==> src/bsd_pkg.sv <==
// Shared constants for the box signed distance core.
// No dependencies.
package bsd_pkg;

   // Default coordinate width and fraction bits.
   localparam int COORD_WIDTH_DEF = 16;
   localparam int FRAC_BITS_DEF   = 8;

   // CSR register indexes.
   localparam int CSR_INDEX_WIDTH = 2;
   localparam logic [CSR_INDEX_WIDTH-1:0] CSR_HALF_EXTENT_X = 2'd0;
   localparam logic [CSR_INDEX_WIDTH-1:0] CSR_HALF_EXTENT_Y = 2'd1;
   localparam logic [CSR_INDEX_WIDTH-1:0] CSR_HALF_EXTENT_Z = 2'd2;

endpackage

==> src/box_signed_distance_core.sv <==
// Box signed distance core: top level with CSRs, front end, square-root cell row, output.
// Depends on bsd_pkg, bsd_prep and bsd_sqrt_cell.

// Signed distance from a point to an origin-centred box, 8 fraction bits by default.
// A point moves in as one transfer on req_*; one distance comes back on rsp_*.
// Throughput is one point per clock while rsp_ready holds. A point passes through
// three front-end stages (|p| - b and clamp, squares, sum), one cell per root bit
// in the square-root row, and the output register that adds the inside term. Each
// stage stalls only while its own result is still held, so bubbles are squeezed
// out under back-pressure. Half-extents reset to 1.0; the user writes them through
// csr_* only while no point is in flight, which the block does not enforce; writes
// to an index beyond half_extent_z are ignored. The result never overflows its width.
module box_signed_distance_core #(
   parameter int COORD_WIDTH = bsd_pkg::COORD_WIDTH_DEF,
   parameter int FRAC_BITS   = bsd_pkg::FRAC_BITS_DEF
) (
   input  logic                                clock,
   input  logic                                reset,
   input  logic                                req_valid,
   output logic                                req_ready,
   input  logic signed [COORD_WIDTH-1:0]       req_pos_x,
   input  logic signed [COORD_WIDTH-1:0]       req_pos_y,
   input  logic signed [COORD_WIDTH-1:0]       req_pos_z,
   output logic                                rsp_valid,
   input  logic                                rsp_ready,
   output logic signed [COORD_WIDTH:0]         rsp_distance,
   input  logic                                csr_write,
   input  logic [bsd_pkg::CSR_INDEX_WIDTH-1:0] csr_index,
   input  logic [COORD_WIDTH-2:0]              csr_wdata
);
   import bsd_pkg::*;

   localparam int CW = COORD_WIDTH;
   localparam int SW = 2 * CW;
   // 1.0 in the fixed-point format, cut to the register width
   localparam logic [CW-2:0] EXT_RESET = (CW-1)'(64'd1 << FRAC_BITS);

   // half-extent CSRs
   logic [CW-2:0] ext_x_ff, ext_y_ff, ext_z_ff;
   logic [CW-2:0] ext_x_in, ext_y_in, ext_z_in;

   always_comb begin
      ext_x_in = ext_x_ff;
      ext_y_in = ext_y_ff;
      ext_z_in = ext_z_ff;
      if (csr_write) begin
         case (csr_index)
            CSR_HALF_EXTENT_X: ext_x_in = csr_wdata;
            CSR_HALF_EXTENT_Y: ext_y_in = csr_wdata;
            CSR_HALF_EXTENT_Z: ext_z_in = csr_wdata;
            default: ;
         endcase
      end
   end

   always_ff @(posedge clock) begin
      if (reset) begin
         ext_x_ff <= EXT_RESET;
         ext_y_ff <= EXT_RESET;
         ext_z_ff <= EXT_RESET;
      end else begin
         ext_x_ff <= ext_x_in;
         ext_y_ff <= ext_y_in;
         ext_z_ff <= ext_z_in;
      end
   end

   // links along the square-root row; link 0 is fed by the front end
   logic                 lk_valid  [0:CW];
   logic                 lk_ready  [0:CW];
   logic [SW-1:0]        lk_rad    [0:CW];
   logic [CW-1:0]        lk_rem    [0:CW];
   logic [CW-1:0]        lk_root   [0:CW];
   logic signed [CW:0]   lk_inside [0:CW];

   bsd_prep #(
      .COORD_WIDTH(CW)
   ) u_prep (
      .clock     (clock),
      .reset     (reset),
      .up_valid  (req_valid),
      .up_ready  (req_ready),
      .pos_x     (req_pos_x),
      .pos_y     (req_pos_y),
      .pos_z     (req_pos_z),
      .ext_x     (ext_x_ff),
      .ext_y     (ext_y_ff),
      .ext_z     (ext_z_ff),
      .dn_valid  (lk_valid[0]),
      .dn_ready  (lk_ready[0]),
      .dn_sum    (lk_rad[0]),
      .dn_inside (lk_inside[0])
   );

   assign lk_rem[0]  = '0;
   assign lk_root[0] = '0;

   // one cell per root bit, most significant first
   for (genvar g = 0; g < CW; g++) begin : g_cell
      bsd_sqrt_cell #(
         .COORD_WIDTH(CW)
      ) u_cell (
         .clock     (clock),
         .reset     (reset),
         .up_valid  (lk_valid[g]),
         .up_ready  (lk_ready[g]),
         .up_rad    (lk_rad[g]),
         .up_rem    (lk_rem[g]),
         .up_root   (lk_root[g]),
         .up_inside (lk_inside[g]),
         .dn_valid  (lk_valid[g+1]),
         .dn_ready  (lk_ready[g+1]),
         .dn_rad    (lk_rad[g+1]),
         .dn_rem    (lk_rem[g+1]),
         .dn_root   (lk_root[g+1]),
         .dn_inside (lk_inside[g+1])
      );
   end

   // output register: floor root plus inside term; one of the two is always zero
   logic                 out_valid_ff, out_valid_in;
   logic signed [CW:0]   dist_ff, dist_in;

   assign lk_ready[CW] = !out_valid_ff || rsp_ready;

   always_comb begin
      dist_in      = $signed({1'b0, lk_root[CW]}) + lk_inside[CW];
      out_valid_in = lk_ready[CW] ? lk_valid[CW] : out_valid_ff;
   end

   always_ff @(posedge clock) begin
      if (reset) begin
         out_valid_ff <= 1'b0;
      end else begin
         out_valid_ff <= out_valid_in;
      end
   end

   always_ff @(posedge clock) begin
      if (lk_ready[CW]) begin
         dist_ff <= dist_in;
      end
   end

   // final remainder and shifted-out radicand are unused
   assign rsp_valid    = out_valid_ff;
   assign rsp_distance = dist_ff;

endmodule

==> src/bsd_prep.sv <==
// Front end of the box distance pipeline: |p| - b, clamp, squares, sum of squares.
// Three registered stages with valid/ready. Uses bsd_pkg defaults.
module bsd_prep #(
   parameter int COORD_WIDTH = bsd_pkg::COORD_WIDTH_DEF
) (
   input  logic                          clock,
   input  logic                          reset,
   input  logic                          up_valid,
   output logic                          up_ready,
   input  logic signed [COORD_WIDTH-1:0] pos_x,
   input  logic signed [COORD_WIDTH-1:0] pos_y,
   input  logic signed [COORD_WIDTH-1:0] pos_z,
   input  logic [COORD_WIDTH-2:0]        ext_x,
   input  logic [COORD_WIDTH-2:0]        ext_y,
   input  logic [COORD_WIDTH-2:0]        ext_z,
   output logic                          dn_valid,
   input  logic                          dn_ready,
   output logic [2*COORD_WIDTH-1:0]      dn_sum,
   output logic signed [COORD_WIDTH:0]   dn_inside
);
   import bsd_pkg::*;

   localparam int CW = COORD_WIDTH;
   localparam int SW = 2 * CW;

   // stage A: clamped outside components and inside term
   logic                  a_valid_ff, a_valid_in, a_ready;
   logic [CW-1:0]         ox_ff, oy_ff, oz_ff, ox_in, oy_in, oz_in;
   logic signed [CW:0]    ia_ff, ia_in;
   // stage B: squares
   logic                  b_valid_ff, b_valid_in, b_ready;
   logic [SW-2:0]         sx_ff, sy_ff, sz_ff;
   logic signed [CW:0]    ib_ff;
   // stage C: sum of squares
   logic                  c_valid_ff, c_valid_in, c_ready;
   logic [SW-1:0]         sum_ff, sum_in;
   logic signed [CW:0]    ic_ff;

   logic [CW-1:0]         mx, my, mz;
   logic signed [CW:0]    qx, qy, qz, qmax;
   logic [SW-1:0]         px, py, pz;

   assign c_ready  = !c_valid_ff || dn_ready;
   assign b_ready  = !b_valid_ff || c_ready;
   assign a_ready  = !a_valid_ff || b_ready;
   assign up_ready = a_ready;

   always_comb begin
      // the most negative code negates onto itself, which is the right magnitude
      mx = pos_x[CW-1] ? CW'(-pos_x) : CW'(pos_x);
      my = pos_y[CW-1] ? CW'(-pos_y) : CW'(pos_y);
      mz = pos_z[CW-1] ? CW'(-pos_z) : CW'(pos_z);
      qx = $signed({1'b0, mx}) - $signed({2'b00, ext_x});
      qy = $signed({1'b0, my}) - $signed({2'b00, ext_y});
      qz = $signed({1'b0, mz}) - $signed({2'b00, ext_z});
      ox_in = (qx > 0) ? qx[CW-1:0] : '0;
      oy_in = (qy > 0) ? qy[CW-1:0] : '0;
      oz_in = (qz > 0) ? qz[CW-1:0] : '0;
      qmax = qx;
      if (qy > qmax) begin
         qmax = qy;
      end
      if (qz > qmax) begin
         qmax = qz;
      end
      ia_in = (qmax < 0) ? qmax : '0;

      px = ox_ff * ox_ff;
      py = oy_ff * oy_ff;
      pz = oz_ff * oz_ff;

      sum_in = {1'b0, sx_ff} + {1'b0, sy_ff} + {1'b0, sz_ff};

      a_valid_in = a_ready ? up_valid : a_valid_ff;
      b_valid_in = b_ready ? a_valid_ff : b_valid_ff;
      c_valid_in = c_ready ? b_valid_ff : c_valid_ff;
   end

   always_ff @(posedge clock) begin
      if (reset) begin
         a_valid_ff <= 1'b0;
         b_valid_ff <= 1'b0;
         c_valid_ff <= 1'b0;
      end else begin
         a_valid_ff <= a_valid_in;
         b_valid_ff <= b_valid_in;
         c_valid_ff <= c_valid_in;
      end
   end

   always_ff @(posedge clock) begin
      if (a_ready) begin
         ox_ff <= ox_in;
         oy_ff <= oy_in;
         oz_ff <= oz_in;
         ia_ff <= ia_in;
      end
      if (b_ready) begin
         sx_ff <= px[SW-2:0];
         sy_ff <= py[SW-2:0];
         sz_ff <= pz[SW-2:0];
         ib_ff <= ia_ff;
      end
      if (c_ready) begin
         sum_ff <= sum_in;
         ic_ff  <= ib_ff;
      end
   end

   assign dn_valid  = c_valid_ff;
   assign dn_sum    = sum_ff;
   assign dn_inside = ic_ff;

endmodule

==> src/bsd_sqrt_cell.sv <==
// One cell of the square-root row: settles one root bit from two radicand bits.
// Registered, valid/ready to its neighbours. No package dependencies.
module bsd_sqrt_cell #(
   parameter int COORD_WIDTH = 16
) (
   input  logic                          clock,
   input  logic                          reset,
   input  logic                          up_valid,
   output logic                          up_ready,
   input  logic [2*COORD_WIDTH-1:0]      up_rad,
   input  logic [COORD_WIDTH-1:0]        up_rem,
   input  logic [COORD_WIDTH-1:0]        up_root,
   input  logic signed [COORD_WIDTH:0]   up_inside,
   output logic                          dn_valid,
   input  logic                          dn_ready,
   output logic [2*COORD_WIDTH-1:0]      dn_rad,
   output logic [COORD_WIDTH-1:0]        dn_rem,
   output logic [COORD_WIDTH-1:0]        dn_root,
   output logic signed [COORD_WIDTH:0]   dn_inside
);
   localparam int CW = COORD_WIDTH;
   localparam int SW = 2 * CW;

   logic                 valid_ff, valid_in;
   logic [SW-1:0]        rad_ff, rad_in;
   logic [CW-1:0]        rem_ff, rem_in;
   logic [CW-1:0]        root_ff, root_in;
   logic signed [CW:0]   inside_ff;
   logic [CW+1:0]        rem_cat, trial, diff;
   logic                 take;

   assign up_ready = !valid_ff || dn_ready;

   always_comb begin
      // remainder stays below 2^CW until the last bit, whose remainder is dropped
      rem_cat  = {up_rem, up_rad[SW-1:SW-2]};
      trial    = {up_root, 2'b01};
      diff     = rem_cat - trial;
      take     = (rem_cat >= trial);
      rem_in   = take ? diff[CW-1:0] : rem_cat[CW-1:0];
      root_in  = {up_root[CW-2:0], take};
      rad_in   = {up_rad[SW-3:0], 2'b00};
      valid_in = up_ready ? up_valid : valid_ff;
   end

   always_ff @(posedge clock) begin
      if (reset) begin
         valid_ff <= 1'b0;
      end else begin
         valid_ff <= valid_in;
      end
   end

   always_ff @(posedge clock) begin
      if (up_ready) begin
         rad_ff    <= rad_in;
         rem_ff    <= rem_in;
         root_ff   <= root_in;
         inside_ff <= up_inside;
      end
   end

   assign dn_valid  = valid_ff;
   assign dn_rad    = rad_ff;
   assign dn_rem    = rem_ff;
   assign dn_root   = root_ff;
   assign dn_inside = inside_ff;

endmodule

==> config.mk <==
export PLATFORM = sky130hd
export DESIGN_NAME = box_signed_distance_core
export DESIGN_NICKNAME = d
export VERILOG_FILES = /design/src/bsd_pkg.sv /design/src/box_signed_distance_core.sv /design/src/bsd_prep.sv /design/src/bsd_sqrt_cell.sv
export SDC_FILE = /design/constraint.sdc
export NUM_CORES = 2
export LEC_CHECK = 0
export BUFFER_PORTS_ARGS = -buffer_cell sky130_fd_sc_hd__buf_2
export CAP_MARGIN = 20
export CORE_MARGIN = 2
export CORE_UTILIZATION = 30
export DETAILED_ROUTE_END_ITERATION = 16
export GPL_ROUTABILITY_DRIVEN = 0
export PLACE_DENSITY = 0.49
export REMOVE_ABC_BUFFERS = 1
export SETUP_SLACK_MARGIN = 0.4
export SYNTH_ARGS = -nofsm -noshare
export SYNTH_HDL_FRONTEND = slang
export SYNTH_HIERARCHICAL = 1
export SYNTH_SLANG_ARGS = --single-unit
==> constraint.sdc <==
create_clock -name clock -period 99 [get_ports clock]
set_input_delay 24.75 -clock clock [delete_from_list [all_inputs] [get_ports clock]]
set_output_delay 24.75 -clock clock [all_outputs]
set_load 0.005 [all_outputs]
* Yosys cells after proc, flatten, opt, wreduce, memory -nomap -nowiden *
Index checks and enable logic that the tools add are counted.

operators by class
  add/sub/neg operators = 24
  $mul = 3
  order comparisons = 22
  equal/unequal tests = 2
  multiplexer cells = 20
  reduce and logical (&&, ||, !) cells = 44

operators by type and width
  operator             count
  $mux 16              17
  $mul 16x16->31       3
  $gt 17x1->1 const B  3
  $sub 16x15->17       3
  $neg 16->16          3
  $gt 17x17->1         2
  $mux 17              2
  $add 31x31->32       1
  $add 32x31->32       1
  $logic_not 1->1      20
  $logic_or 1x1->1     20
  $ge 18x10->1         1
  $ge 18x11->1         1
  $ge 18x12->1         1
  $ge 18x13->1         1
  $ge 18x14->1         1
  $ge 18x15->1         1
  $ge 18x16->1         1
  $ge 18x17->1         1
  $ge 18x3->1          1
  $ge 18x4->1          1
  $ge 18x5->1          1
  $ge 18x6->1          1
  $ge 18x7->1          1
  25 further kinds     27

storage, ports and cells
  flip-flop bits (word level) = 1181

* Longest topological paths before layout *
  depth in word-level cells = 21
  depth in mapped cells = 38

* By module *
Netlist, hierarchy kept.

by module, submodules not included
  module                    times used  cells each  area each (µm²)
  bsd_sqrt_cell             16          233         3532.1
  bsd_prep                  1           3426        34369.2
  box_signed_distance_core  1           334         2937.8

* Worst setup path before layout *
No wires, ideal clock.

  path kind = input-to-output
  from = input port rsp_ready
  to = output port req_ready
  arrival time = 61.077 ns
  data required time = 74.250 ns
  slack = 13.173 ns
  stages on the path = 20
  cells stage by stage = nand2b_1 -> nand2b_1 -> nand2b_1 -> nand2b_1 -> nand2b_1 -> nand2b_1 -> nand2b_1 -> nand2b_1 -> nand2b_1 -> nand2b_1 -> nand2b_1 -> nand2b_1 -> nand2b_1 -> nand2b_1 -> nand2b_1 -> nand2b_1 -> nand2b_1 -> nor2b_1 -> and2_1 -> nand2_1

RTL lines
  item                line                            text
  start: declaration  box_signed_distance_core.sv:25  input logic rsp_ready,
  end: declaration    box_signed_distance_core.sv:20  output logic req_ready,

==> impl_metrics.tcl <==
set metrics [dict create \
    outcome "complete, no violations" \
    cts_htree_levels 4 \
    hold_class "register to register" \
    worst_endpoint_required_time_ns 74.25 \
    antenna_violating_nets_post_route 0 \
    worstHoldEndpoint "g_cell[3].u_cell/dn_rad[15]" \
    wirelength_um 188200 \
    hold_viol 0 \
    wl_per_cell_um 16.87 \
    finish.cell_count_without_fillers 11155 \
    fin_util_pct 33.54 \
    max_slew_margin_pct 28.58 \
    drc 0 \
    cts_hold_buffers 0 \
    r2r_start "rsp_valid" \
    die-area_um2 288600 \
    worstPathBufferInverterCount 12 \
    placed_cells_incl_taps 10894 \
    post-route-period-util_pct 61.96 \
    maximum_buffer_depth_of_the_clock_tree 4 \
    critical_path.endpoint_type "output pin" \
    setup.worst_path.class "primary input to output pin" \
    cpLargestDelayFamily "buffers and inverters" \
    cts_num_sinks 1311 \
    cts-root-buf "clkbuf_16" \
    rr_endpoint "u_prep/sx_ff[25]" \
    cts.repair_timing.setup_buffer_count 0 \
    max-cap-violations 0 \
    start_util_pct 30.18 \
    min-delay-start "g_cell[2].u_cell/dn_rad[13]" \
    detailedPlacementHpwl_um 146400 \
    design.core.area_um2 282500 \
    fin_worst_skew_ns 0.06811 \
    synth.cell_area_um2 85280 \
    rows 195 \
    detailroute.via_count 51637 \
    portBuffers 88 \
    grt_pass1_wl_um 299800 \
    boundaryPins 89 \
    via_count_of_the_first_global_routing_pass 53735 \
    fillers 28069 \
    grt.total_usage_pct 13.09 \
    first_pass_iters 7 \
    postPlaceCellArea_um2 89950 \
    startpoint_type "primary input" \
    global_route.overflow_total 0 \
    ys.warnings.count 6 \
    viasPerCell 4.629 \
    cp_max_fo 77 \
    cts_resized 0 \
    timing.final.setup_violations 0 \
    avgSynthCellArea_um2 12.00 \
    worst_path_max_delay_cell "nand2b_4" \
    timing_worst_slew_pin_value_ns 1.042 \
    worstRegToRegCells 31 \
    whs_path_depth 0 \
    drive_gt1_share_pct 9.745 \
    post_synth_inst_count 7108 \
    cts_buffers 147 \
    setup-tns-final_ns 0 \
    clock_latency_on_the_worst_skew_pair_ns 0.80 \
    grt_max_degree 80 \
    finalInstanceArea_um2 94750 \
    clk_pin_slew_worst_paths_ns 0.06 \
    rsz0062_at_grt "false" \
    peak_per_stage_delay_on_the_critical_path_ns 0.85 \
    crit_arrival_ns 36.59 \
    finalMaxSlewViolations 0 \
    fp.dieW_um 537.2 \
    clock.fmax_ghz 0.01630 \
    tritoncts "built" \
    layout.nets 8600 \
    syn2layout_area_growth_pct 11.11 \
    die_y_um 537.2 \
    r2r_slack_ns 85.69 \
    antenna_found_initial 2 \
    finalCriticalPeriod_ns 61.34 \
    detailedRoute.firstIterationViolations 2519 \
]
area by class of cell:
class	count	area [um^2]	area share, %
clock buffers	185	3926	4.144
diodes	3	7.507	0.007923
flip-flops and latches	1311	38720	40.86
repair buffers	130	765.7	0.8081
multi-input cells	4700	42010	44.34
clock inverters	71	842.1	0.8887
inverters	1012	3801	4.012
well taps	3743	4683	4.943
through the flow:
stage | hold WS, ns | setup WS [ns]
5_1_grt | 0.3883 | 36.22
3_3_place_gp | 0.4009 | 37.16
6_report | 0.3743 | 37.66
3_5_place_dp | 0.4045 | 37.13
4_1_cts | 0.3711 | 37.14
2_1_floorplan | 0.4003 | 19.39
how the worst max path moves through the flow:
stage,startpoint,to,slack (ns),cells past startpoint
floorplan,rsp_ready,req_ready,19.39,20
global placement,rsp_ready,req_ready,37.16,32
detailed placement,rsp_ready,req_ready,37.13,32
CTS,rsp_ready,req_ready,37.14,32
global route,rsp_ready,req_ready,36.22,32
finish,rsp_ready,req_ready,37.66,32
per-layer routing:
layer / track usage [%] / part of all wire [%] / routed length [um] / vias up
li1: - / - / - / 25252
met1: 16.71 / 45 / 83920 / 25299
met2: 23.23 / 50 / 93570 / 800
met3: 1.334 / 2.7 / 5119 / 286
met4: 4.037 / 2.9 / 5540 / 0
met5: 0 / 0 / 0 / -
layout by cell type, fill, tap and decap left out, drive strengths merged, types with 45 or more instances in the layout:
cell and n:
fa 527, nor2 329, nor2b 85, dfxtp 65
conb 64, ha 701, clkbuf 186, nand3 163
xnor2 268, buf 129, mux2 161, inv 1018
and3 62, o31ai 51, nor3 73, a211oi 52
o21ai 244, a21oi 360, edfxtp 1246, xor2 109
nand2b 47, nand2 445, o21a 57, nand4 50
and2 212, a31oi 45, a21o 137
registers in the layout (all words and copies together) (netlist names), 15 cells and up:
register,flops
u_prep/oy_ff,16
ext_z_ff,15
ext_x_ff,15
u_prep/dn_inside,17
u_prep/sz_ff,30
u_prep/sx_ff,30
g_cell.u_cell/dn_valid,16
u_prep/ib_ff,17
u_prep/dn_sum,32
g_cell.u_cell/dn_inside,272
g_cell.u_cell/dn_rem,240
u_prep/ox_ff,16
u_prep/sy_ff,30
rsp_distance,17
g_cell.u_cell/dn_rad,240
u_prep/ia_ff,17
u_prep/oz_ff,16
g_cell.u_cell/dn_root,256
ext_y_ff,15
Power is left out: the tool's default activity adds up to more than one toggle a clock period on the data nets, which glitch-free logic cannot reach.
